## config.mk

```make
export PLATFORM = sky130hd
export DESIGN_NAME = uart_frame_deframer_unit
export DESIGN_NICKNAME = d
export VERILOG_FILES = /design/src/hdl/ufd_pkg.sv /design/src/hdl/ufd_ctrl.sv /design/src/hdl/ufd_dpath.sv /design/src/hdl/uart_frame_deframer_unit.sv
export VERILOG_INCLUDE_DIRS = /design/src /design/src/hdl
export SDC_FILE = /design/constraint.sdc
export NUM_CORES = 1
export LEC_CHECK = 0
export ABC_CLOCK_PERIOD_IN_PS = 3000
export BUFFER_PORTS_ARGS = -buffer_cell sky130_fd_sc_hd__buf_2
export CAP_MARGIN = 5
export CELL_PAD_IN_SITES_DETAIL_PLACEMENT = 0
export CELL_PAD_IN_SITES_GLOBAL_PLACEMENT = 1
export CORE_MARGIN = 10
export CORE_UTILIZATION = 43
export DETAILED_ROUTE_END_ITERATION = 10
export GPL_TIMING_DRIVEN = 0
export PLACE_DENSITY = 0.77
export RECOVER_POWER = 100
export SETUP_SLACK_MARGIN = 0.5
export SYNTH_ARGS = -nofsm -noshare
export SYNTH_HDL_FRONTEND = slang
export SYNTH_HIERARCHICAL = 1
export SYNTH_SLANG_ARGS = --single-unit
export TNS_END_PERCENT = 20
```

## constraint.sdc

```tcl
create_clock -name clk -period 3 [get_ports clk]
set_input_delay 0.15 -clock clk [delete_from_list [all_inputs] [get_ports clk]]
set_output_delay 0.15 -clock clk [all_outputs]
set_load 0.01 [all_outputs]
```

## src/hdl/uart_frame_deframer_unit_assert.svh

```systemverilog
// Assertion macros used by the deframer controller.
`ifndef UART_FRAME_DEFRAMER_UNIT_ASSERT_SVH
`define UART_FRAME_DEFRAMER_UNIT_ASSERT_SVH

// The consequent must hold in the same cycle as the antecedent.
`define UFD_ASSERT_SAME(lbl, ante, cons, msg) \
  lbl: assert property (@(posedge clk) disable iff (!rst_n) (ante) |-> (cons)) \
    else $error(msg);

// The consequent must hold in the cycle after the antecedent.
`define UFD_ASSERT_NEXT(lbl, ante, cons, msg) \
  lbl: assert property (@(posedge clk) disable iff (!rst_n) (ante) |=> (cons)) \
    else $error(msg);

`endif

```

## src/hdl/ufd_pkg.sv

```systemverilog
`default_nettype none
package ufd_pkg;

  localparam int MAX_LEN    = 16;
  localparam int BYTE_W     = 8;
  localparam int LEN_W      = 8;
  localparam int IDX_W      = $clog2(MAX_LEN);
  localparam int BYTE_IDX_W = 4;
  localparam int CFG_IDX_W  = 1;

  // Configuration register indexes.
  localparam logic [CFG_IDX_W-1:0] CFG_HEADER = 1'b0;
  localparam logic [CFG_IDX_W-1:0] CFG_TRAIL  = 1'b1;

  localparam logic [BYTE_W-1:0] HEADER_RST = 8'h02;
  localparam logic [BYTE_W-1:0] TRAIL_RST  = 8'h03;

  typedef struct packed {
    logic load_len;
    logic load_code;
    logic load_data;
    logic clr_idx;
    logic rd;
    logic ld_out;
    logic inc_idx;
  } ufd_cmd_t;

  typedef struct packed {
    logic hdr_match;
    logic len_ok;
    logic len_is_one;
    logic data_last;
    logic sum_ok;
    logic trail_ok;
    logic out_free;
    logic emit_last;
  } ufd_sts_t;

endpackage
`default_nettype wire

```

## src/hdl/ufd_ctrl.sv

```systemverilog
`default_nettype none
module ufd_ctrl
  import ufd_pkg::*;
(
  input  wire logic     clk,
  input  wire logic     rst_n,
  input  wire logic     in_valid,
  output logic          in_ready,
  input  wire ufd_sts_t sts,
  output ufd_cmd_t      cmd
);

  `include "uart_frame_deframer_unit_assert.svh"

  localparam logic [2:0] ST_HUNT  = 3'd0;
  localparam logic [2:0] ST_LEN   = 3'd1;
  localparam logic [2:0] ST_CODE  = 3'd2;
  localparam logic [2:0] ST_DATA  = 3'd3;
  localparam logic [2:0] ST_SUM   = 3'd4;
  localparam logic [2:0] ST_TRAIL = 3'd5;
  localparam logic [2:0] ST_RD    = 3'd6;
  localparam logic [2:0] ST_LD    = 3'd7;

  logic [2:0] state_r, state_nxt;
  logic       in_fire;

  assign in_ready = (state_r != ST_RD) && (state_r != ST_LD);
  assign in_fire  = in_valid && in_ready;

  always_comb begin
    state_nxt = state_r;
    cmd       = '0;
    unique case (state_r)
      ST_HUNT: begin
        if (in_fire && sts.hdr_match) state_nxt = ST_LEN;
      end
      ST_LEN: begin
        if (in_fire) begin
          if (sts.len_ok) begin
            cmd.load_len = 1'b1;
            state_nxt    = ST_CODE;
          end else begin
            state_nxt = ST_HUNT;
          end
        end
      end
      ST_CODE: begin
        if (in_fire) begin
          cmd.load_code = 1'b1;
          state_nxt     = sts.len_is_one ? ST_SUM : ST_DATA;
        end
      end
      ST_DATA: begin
        if (in_fire) begin
          cmd.load_data = 1'b1;
          if (sts.data_last) state_nxt = ST_SUM;
        end
      end
      ST_SUM: begin
        if (in_fire) state_nxt = sts.sum_ok ? ST_TRAIL : ST_HUNT;
      end
      ST_TRAIL: begin
        if (in_fire) begin
          if (sts.trail_ok) begin
            cmd.clr_idx = 1'b1;
            // A frame without data skips the payload read.
            state_nxt   = sts.len_is_one ? ST_LD : ST_RD;
          end else begin
            state_nxt = ST_HUNT;
          end
        end
      end
      ST_RD: begin
        cmd.rd    = 1'b1;
        state_nxt = ST_LD;
      end
      ST_LD: begin
        if (sts.out_free) begin
          cmd.ld_out = 1'b1;
          if (sts.emit_last) begin
            state_nxt = ST_HUNT;
          end else begin
            cmd.inc_idx = 1'b1;
            state_nxt   = ST_RD;
          end
        end
      end
      default: state_nxt = ST_HUNT;
    endcase
  end

  always_ff @(posedge clk) begin
    if (!rst_n) begin
      state_r <= ST_HUNT;
    end else begin
      state_r <= state_nxt;
    end
  end

  `UFD_ASSERT_NEXT(a_good_trail_emits,
    (state_r == ST_TRAIL) && in_fire && sts.trail_ok,
    (state_r == ST_RD) || (state_r == ST_LD),
    "good trail did not start emission")
  `UFD_ASSERT_NEXT(a_last_returns_hunt,
    cmd.ld_out && sts.emit_last,
    state_r == ST_HUNT,
    "last result did not return to hunting")
  `UFD_ASSERT_NEXT(a_stall_holds_load,
    (state_r == ST_LD) && !sts.out_free,
    state_r == ST_LD,
    "pending result lost while output stalled")

endmodule
`default_nettype wire

```

## src/hdl/ufd_dpath.sv

```systemverilog
`default_nettype none
module ufd_dpath
  import ufd_pkg::*;
(
  input  wire logic              clk,
  input  wire logic              rst_n,
  input  wire logic [BYTE_W-1:0] in_byte,
  input  wire logic              cfg_we,
  input  wire logic [CFG_IDX_W-1:0] cfg_index,
  input  wire logic [BYTE_W-1:0] cfg_data,
  input  wire ufd_cmd_t          cmd,
  output ufd_sts_t               sts,
  output logic                   out_valid,
  input  wire logic              out_ready,
  output logic [BYTE_W-1:0]      out_frame_code,
  output logic [BYTE_W-1:0]      out_data_byte,
  output logic [BYTE_IDX_W-1:0]  out_byte_index,
  output logic                   out_has_data,
  output logic                   out_last
);

  logic [BYTE_W-1:0]     header_r, trail_r;
  logic [LEN_W-1:0]      len_r;
  logic [BYTE_W-1:0]     code_r;
  logic [BYTE_W-1:0]     sum_r;
  logic [IDX_W-1:0]      cnt_r;
  logic [IDX_W-1:0]      idx_r;
  logic [BYTE_W-1:0]     rd_data_r;
  logic [BYTE_W-1:0]     mem [MAX_LEN];
  logic                  out_valid_r;
  logic [BYTE_W-1:0]     out_code_r, out_data_r;
  logic [BYTE_IDX_W-1:0] out_idx_r;
  logic                  out_has_r, out_last_r;

  always_ff @(posedge clk) begin
    if (!rst_n) begin
      header_r <= HEADER_RST;
      trail_r  <= TRAIL_RST;
    end else if (cfg_we) begin
      unique case (cfg_index)
        CFG_HEADER: header_r <= cfg_data;
        CFG_TRAIL:  trail_r  <= cfg_data;
        default: ;
      endcase
    end
  end

  always_ff @(posedge clk) begin
    if (!rst_n) begin
      len_r  <= '0;
      code_r <= '0;
      sum_r  <= '0;
      cnt_r  <= '0;
      idx_r  <= '0;
    end else begin
      if (cmd.load_len) begin
        len_r <= in_byte;
        sum_r <= in_byte;
      end
      if (cmd.load_code) begin
        code_r <= in_byte;
        sum_r  <= sum_r + in_byte;
        cnt_r  <= '0;
      end
      if (cmd.load_data) begin
        sum_r <= sum_r + in_byte;
        cnt_r <= cnt_r + 1'b1;
      end
      if (cmd.clr_idx) idx_r <= '0;
      if (cmd.inc_idx) idx_r <= idx_r + 1'b1;
    end
  end

  always_ff @(posedge clk) begin
    if (cmd.load_data) mem[cnt_r] <= in_byte;
    if (cmd.rd) rd_data_r <= mem[idx_r];
  end

  always_comb begin
    sts.hdr_match  = (in_byte == header_r);
    sts.len_ok     = (in_byte != '0) && (in_byte < LEN_W'(MAX_LEN));
    sts.len_is_one = (len_r == LEN_W'(1));
    sts.data_last  = (LEN_W'(cnt_r) + LEN_W'(2) >= len_r);
    sts.sum_ok     = (in_byte == sum_r);
    sts.trail_ok   = (in_byte == trail_r);
    sts.out_free   = !out_valid_r || out_ready;
    sts.emit_last  = sts.len_is_one || (LEN_W'(idx_r) + LEN_W'(2) == len_r);
  end

  always_ff @(posedge clk) begin
    if (!rst_n) begin
      out_valid_r <= 1'b0;
    end else if (cmd.ld_out) begin
      out_valid_r <= 1'b1;
    end else if (out_ready) begin
      out_valid_r <= 1'b0;
    end
  end

  always_ff @(posedge clk) begin
    if (cmd.ld_out) begin
      out_code_r <= code_r;
      out_data_r <= sts.len_is_one ? '0 : rd_data_r;
      out_idx_r  <= sts.len_is_one ? '0 : BYTE_IDX_W'(idx_r);
      out_has_r  <= !sts.len_is_one;
      out_last_r <= sts.emit_last;
    end
  end

  assign out_valid      = out_valid_r;
  assign out_frame_code = out_code_r;
  assign out_data_byte  = out_data_r;
  assign out_byte_index = out_idx_r;
  assign out_has_data   = out_has_r;
  assign out_last       = out_last_r;

endmodule
`default_nettype wire

```

## src/hdl/uart_frame_deframer_unit.sv

```systemverilog
// Channel  Direction  Handshake              Payload
// in       input      in_valid / in_ready    in_rx_byte
// out      output     out_valid / out_ready  out_frame_code, out_data_byte,
//                                            out_byte_index, out_has_data, out_last
// cfg      input      cfg_we                 cfg_index, cfg_data
//
// While the frame parser runs, in_ready is high and a byte is taken whenever
// in_valid is high. After a good trail byte, each payload result passes
// through a payload memory read, then an output register load, and no byte
// is taken meanwhile; a frame without data needs only the load.
// A stalled output holds the sequencer; the last result of a frame may wait
// in the output register while the next bytes are taken.
// Reset is synchronous; the payload memory needs no clearing.
`default_nettype none
module uart_frame_deframer_unit
  import ufd_pkg::*;
(
  input  wire logic                  clk,
  input  wire logic                  rst_n,
  input  wire logic                  in_valid,
  output logic                       in_ready,
  input  wire logic [BYTE_W-1:0]     in_rx_byte,
  output logic                       out_valid,
  input  wire logic                  out_ready,
  output logic [BYTE_W-1:0]          out_frame_code,
  output logic [BYTE_W-1:0]          out_data_byte,
  output logic [BYTE_IDX_W-1:0]      out_byte_index,
  output logic                       out_has_data,
  output logic                       out_last,
  input  wire logic                  cfg_we,
  input  wire logic [CFG_IDX_W-1:0]  cfg_index,
  input  wire logic [BYTE_W-1:0]     cfg_data
);

  ufd_cmd_t cmd;
  ufd_sts_t sts;

  ufd_ctrl u_ctrl (
    .clk      (clk),
    .rst_n    (rst_n),
    .in_valid (in_valid),
    .in_ready (in_ready),
    .sts      (sts),
    .cmd      (cmd)
  );

  ufd_dpath u_dpath (
    .clk            (clk),
    .rst_n          (rst_n),
    .in_byte        (in_rx_byte),
    .cfg_we         (cfg_we),
    .cfg_index      (cfg_index),
    .cfg_data       (cfg_data),
    .cmd            (cmd),
    .sts            (sts),
    .out_valid      (out_valid),
    .out_ready      (out_ready),
    .out_frame_code (out_frame_code),
    .out_data_byte  (out_data_byte),
    .out_byte_index (out_byte_index),
    .out_has_data   (out_has_data),
    .out_last       (out_last)
  );

endmodule
`default_nettype wire
```

== After elaboration in Yosys (flattened, before gate mapping) ==
Memories as Yosys holds them, arrays and structs flattened. A register that Yosys moved wholly into a read port is not among the register bits.
Cells that the tools add are included.

* Add/sub/neg operators: 5
* Bitwise gates (word level): 1
* Reductions and logical operators: 17
* Equal/unequal tests: 22
* Mux-type cells: 39
* $lt $le $gt $ge: 2

{| class="wikitable"
|+ Operator list
! kind !! number
|-
| two-way mux 3 bit || 12
|-
| == test 8 bit || 4
|-
| two-way mux 8 bit || 3
|-
| one-hot mux 3 bit (8 select lines) || 1
|-
| two-way mux 1 bit || 16
|-
| two-way mux 4 bit || 4
|-
| == test 3 bit, second input constant || 4
|-
| != test 2 x 1 -> 1 bit, second input constant || 6
|-
| adder 4 x 2 -> 5 bit, second input constant || 2
|-
| adder 4 x 1 -> 4 bit, second input constant || 2
|-
| adder 8 bit || 1
|-
| == test 8 x 1 -> 1 bit, second input constant || 1
|-
| >= comparator 8 bit || 1
|-
| < comparator 8 x 5 -> 1 bit, second input constant || 1
|-
| AND reduction 8 bit || 1
|-
| nonzero test 8 bit || 1
|-
| == test 3 x 2 -> 1 bit, second input constant || 2
|-
| two-way mux 2 bit || 3
|-
| != test 3 bit, second input constant || 2
|-
| nonzero test 2 bit || 3
|-
| logical AND 1 bit || 4
|-
| != test 2 bit, second input constant || 2
|-
| AND reduction 2 bit || 2
|-
| == test 3 x 1 -> 1 bit, second input constant || 1
|-
| other kinds (5) || 7
|}

* Register bits: 74
* Output and inout port bits: 24
* RAM bits: 128
* Memories kept: 1
* Input bits: 22
* Logic and storage cells: 101

{| class="wikitable"
|+ Memories
! memory !! depth !! bits a word !! rd ports !! clocked after memory_dff !! write ports !! RTL line !! source
|-
| u_dpath.mem || 16 || 8 || 1 || 1 || 1 || ufd_dpath.sv:29 || <nowiki>logic [BYTE_W-1:0] mem [MAX_LEN];</nowiki>
|}

== Logic depth before layout (Yosys ltp) ==
* Depth in word-level cells: 8
* Gate-level depth with buffers: 10
* Depth with buffers taken out: 10

== Hierarchy ==
The synthesis kept the hierarchy.

{| class="wikitable"
|+ By module, submodules not included
! module !! cells an instance !! sequential area each (µm²) !! area an instance (µm²) !! instances
|-
| ufd_dpath || 571 || 5725.5 || 8565.7 || 1
|-
| ufd_ctrl || 45 || 60.1 || 345.3 || 1
|}

== Least setup slack after synthesis ==
OpenSTA, ideal clock, no wires.

* Path kind: register -> register
* From: reg u_ctrl.state_r[2]
* To: mem u_dpath.mem[3][0], enable pin
* Data required time: 2.617 ns
* Library setup time: 0.383 ns
* Path slack: 0.742 ns
* Clock period less this slack: 2.258 ns
* Cell stages (with the launch flop): 8
* Buffers on the path: 2
* Arrival time: 1.875 ns
* Path through: dfxtp_1 -> buf_4 -> inv_1 -> nand2_1 -> nor2_1 -> buf_1 -> nand2_1 -> nor3_1

{| class="wikitable"
|+ RTL lines
! item !! RTL line !! source
|-
| start, declared || ufd_ctrl.sv:24 || <nowiki>logic [2:0] state_r, state_nxt;</nowiki>
|-
| start signal, assigned || ufd_ctrl.sv:96 || <nowiki>state_r <= state_nxt;</nowiki>
|-
| end, declared || ufd_dpath.sv:29 ||
|}

==> results by group <==
STA
  – RSZ-0062 raised after global routing: yes
  – Clock Skews: between 10 and 15 ps
  – Final min period: 2551 ps
  – Hold Vio Cnt, Final: 0
  – Final WS setup: 449.0 ps
  – Worst slew pin tran: between 1000 and 1500 ps
  – Final Max Tran Viols: 0
  – Slew HR: about 17%
  – Maximum clock frequency: 0.3920 GHz
  – Endpoints failing setup: 0
  – Part of the cycle the worst path needs: 85.03%
  – Setup TNS: 0 ps

Floorplanning
  – Row cnt: 52
  – Die height: 164.0 um
  – Top-Level Pins: 46
  – Die Width: 164.0 um
  – Core ar.: between 0.02 and 0.025 mm^2
  – Initial Util: 43.90%
  – Die ar.: approximately 0.027 mm^2

Global route
  – Vias in the first global route: roughly 5400
  – Total grt overflow: 0
  – Largest net degree at the start of global routing: 23
  – Initial antenna violation count: 0
  – First-pass GRT wire length: 30370 um
  – GRT Total Usage: roughly 15%

Setup path
  – WP depth: 8
  – Slowest CP cell: nor3_1
  – Max Fanout on Critical Path: 10
  – R2r startpoint: u_ctrl/state_r[2]$_SDFFE_PN0P_
  – WP data required: 3220 ps
  – Worst setup path endpoint: u_dpath/mem[2][1]$_DFFE_PP_
  – Worst Path Arrival: 2770 ps
  – Setup crit start: u_ctrl/state_r[2]$_SDFFE_PN0P_
  – Crit path max-delay family: simple AND/OR/NAND/NOR gates
  – Crit path largest cell delay: approximately 430 ps
  – Setup crit start kind: flip-flop
  – Reg-to-reg critical path endpoint: u_dpath/mem[2][1]$_DFFE_PP_
  – R2R depth: 8
  – CP Capture Type: flip-flop
  – Cell breakdown of the critical path: buf_4, inv_1, nand2_1, nor2_2, clkbuf_1, nand2_1, nor3_1, buf_4
  – Buf+Inv Stages, Crit Path: 4
  – Reg2reg setup slack: 450 ps
  – Worst setup path class: reg2reg

Placed design
  – PortBufs: 45
  – Routability cong.: 0.8282
  – Inst Count DP: between 900 and 1000
  – Dpl ws: 63.31 ps
  – DP HPWL: 13300 um

Yosys
  – Yosys warning count: 6
  – Synth area leaders: edfxtp_1 (53%), dfxtp_1 (12%), mux4_2 (10%)
  – Register area share after synthesis: 64.93%
  – Synth async-reset ratio: 0%
  – Synthesized flop and latch total: 210
  – Post-synth EDFFs: about 160
  – Synthesized area per cell: 14.47 um^2
  – Area fraction of the dominant cell type after synthesis: 53.24%
  – Synth area leader: edfxtp_1
  – Synthesized area: approximately 0.0089 mm^2
  – Syn_nets: 658
  – Post-Synthesis Cells: approximately 600
  – Predominant post-synthesis flop cell: edfxtp_1
  – Netlist cell types: 55

Detailed routing
  – DRT Pass-1 Iters: 5
  – Drt initial violations: 580
  – DRC errors left: 0
  – Mean routed wirelength per cell: 19.83 um
  – Final wirelength: 19550 um
  – DRT antenna net count: 0
  – Drt via density: between 5 and 6
  – DR vias: around 5400

Clocking
  – Num CTS Buffers: 22
  – CTS tree: yes
  – CTS sink count: 210
  – Htree depth: 1
  – Root Buffer Master: clkbuf_16
  – Clk slew on worst S/H paths: 60 ps
  – Longest Clk Path Bufs: 3
  – Clock latency on the worst-skew pair: 510 ps

Layout
  – Final cell count without fillers: a little under 1000
  – Most frequent cells in the layout: edfxtp_1 (158), clkbuf_1 (59), nand2_1 (53)
  – Commonest non-fill, non-tap cell in the layout: edfxtp_1
  – Final Core Density: 51.07%
  – Nets@finish: between 700 and 800
  – ANT cells: 0
  – Share of layout cells above drive strength 1: 17.60%
  – Area Overhead vs Synth: 16.33%

Status
  – Status: complete, no violations

Power and ir drop
  – Switching share of power: 20.74%
  – Share of power burned in registers: 52.3%
  – Pwr dens: 581.7 mW/mm^2
  – Total power: 6.031 mW
  – Switch Pwr: about 1.3 mW
  – Int Power: 4.780 mW
  – Clock network fraction of total power: between 40 and 50%
  – Pleak: ~3.2 nW
  – Gate power share: 4.0%
  – Maximum vdd drop: 0.0003198 V

Hold path
  – Min-delay worst type: in2reg

Flow run
  – Max cap viols: 0
==> metrics by stage <==
step	hold slack [ps]	cell area, um^2
final	36.63	10370
after global routing	50.48	10370
after CTS	17.47	10400
after detailed placement	396.1	9522
after global placement	386.5	9474
after floorplan	248.9	8911
==> registers in the layout, summed over array words and instances, names as in the netlist <==
signal,cells
u_dpath/sum_r,8
u_dpath/mem,128
u_dpath/cnt_r,4
u_dpath/code_r,8
u_dpath/out_frame_code,8
u_dpath/out_data_byte,8
u_dpath/idx_r,4
u_dpath/trail_r,8
u_dpath/out_valid,1
u_dpath/header_r,8
u_dpath/len_r,8
u_dpath/rd_data_r,8
u_dpath/out_byte_index,4
u_dpath/out_last,1
u_ctrl/state_r,3
u_dpath/out_has_data,1
==> worst register-to-register path, cell delays in order (launching register included) <==
cell	delay [ps]
dfxtp_1	340
buf_4	170
inv_1	170
nand2_1	110
nor2_2	210
clkbuf_1	350
nand2_1	240
nor3_1	430
buf_4	240
==> how the worst min path moves through the flow <==
stage                        startpoint  depth (start not counted)                               to  slack, ps
final                         out_ready                          3   u_dpath/out_valid$_SDFFE_PN0P_         40
after global routing          out_ready                          3   u_dpath/out_valid$_SDFFE_PN0P_         50
after CTS                     out_ready                          3   u_dpath/out_valid$_SDFFE_PN0P_         20
after detailed placement    cfg_data[0]                          3  u_dpath/trail_r[0]$_SDFFE_PN1P_        400
after global placement      cfg_data[1]                          3  u_dpath/trail_r[1]$_SDFFE_PN1P_        390
after floorplan           in_rx_byte[0]                          0      u_dpath/mem[0][0]$_DFFE_PP_        250
==> cell families after synthesis <==
family	synth area share, %
adders and majority gates	2.892
DFF	64.93
AOI/OAI and AO/OA	5.265
and+or+nand+nor	9.885
buffers and inverters	2.668
muxes	11.81
xor gates and xnor gates	2.555
==> metal layers <==
metal | track usage, % | routed length (um) | vias to the layer above
met3 | 2.528 | 1284 | 29
met4 | 4.468 | 383 | 0
met5 | 0 | 0 | -
met1 | 19.57 | 8494 | 2678
met2 | 23.52 | 9391 | 165
li1 | - | - | 2489
==> power groups by stage <==
stage          Combinational [mW]  Sequential [mW]  Clock [mW]
3_3_place_gp                0.231             3.21           0
6_report                    0.244             3.15        2.63
5_1_grt                     0.270             3.15        2.81
2_1_floorplan               0.144             3.21           0
3_5_place_dp                0.238             3.21           0
4_1_cts                     0.248             3.15        2.70
==> synthesized netlist by cell type, drive strengths merged (3+ instances only) <==
master / instances
xnor2: 23
nor3: 14
nand2b: 14
nand2: 53
a221oi: 3
clkbuf: 22
nand3: 9
o211ai: 3
and2: 13
a21oi: 33
inv: 17
nor2: 39
xor2: 3
nor2b: 10
edfxtp: 158
a31oi: 5
ha: 19
mux2i: 14
o21a: 3
nand4: 9
mux4: 40
dfxtp: 52
nor4: 3
a311oi: 4
buf: 11
nand4b: 3
o21ai: 13
==> timing repair <==
item                                   CTS  global route
buffers inserted                         0             2
endpoints found under the hold margin   18             0
resized for setup                       26            11
setup endpoints to repair              134           124
pin swaps                                0             1
hold buffers                             9             0
==> layout make-up <==
class	count	area [um^2]
inverter	18	67.56
fill	1721	9933
timing repair buffer	61	335.3
multi-input combinational	354	2963
buffer	34	171.4
clock buffer	28	583.1
sequential	210	5786
clock inverter	11	122.6
tap	270	337.8
No activity file was read; power rests on OpenSTA's default activity.
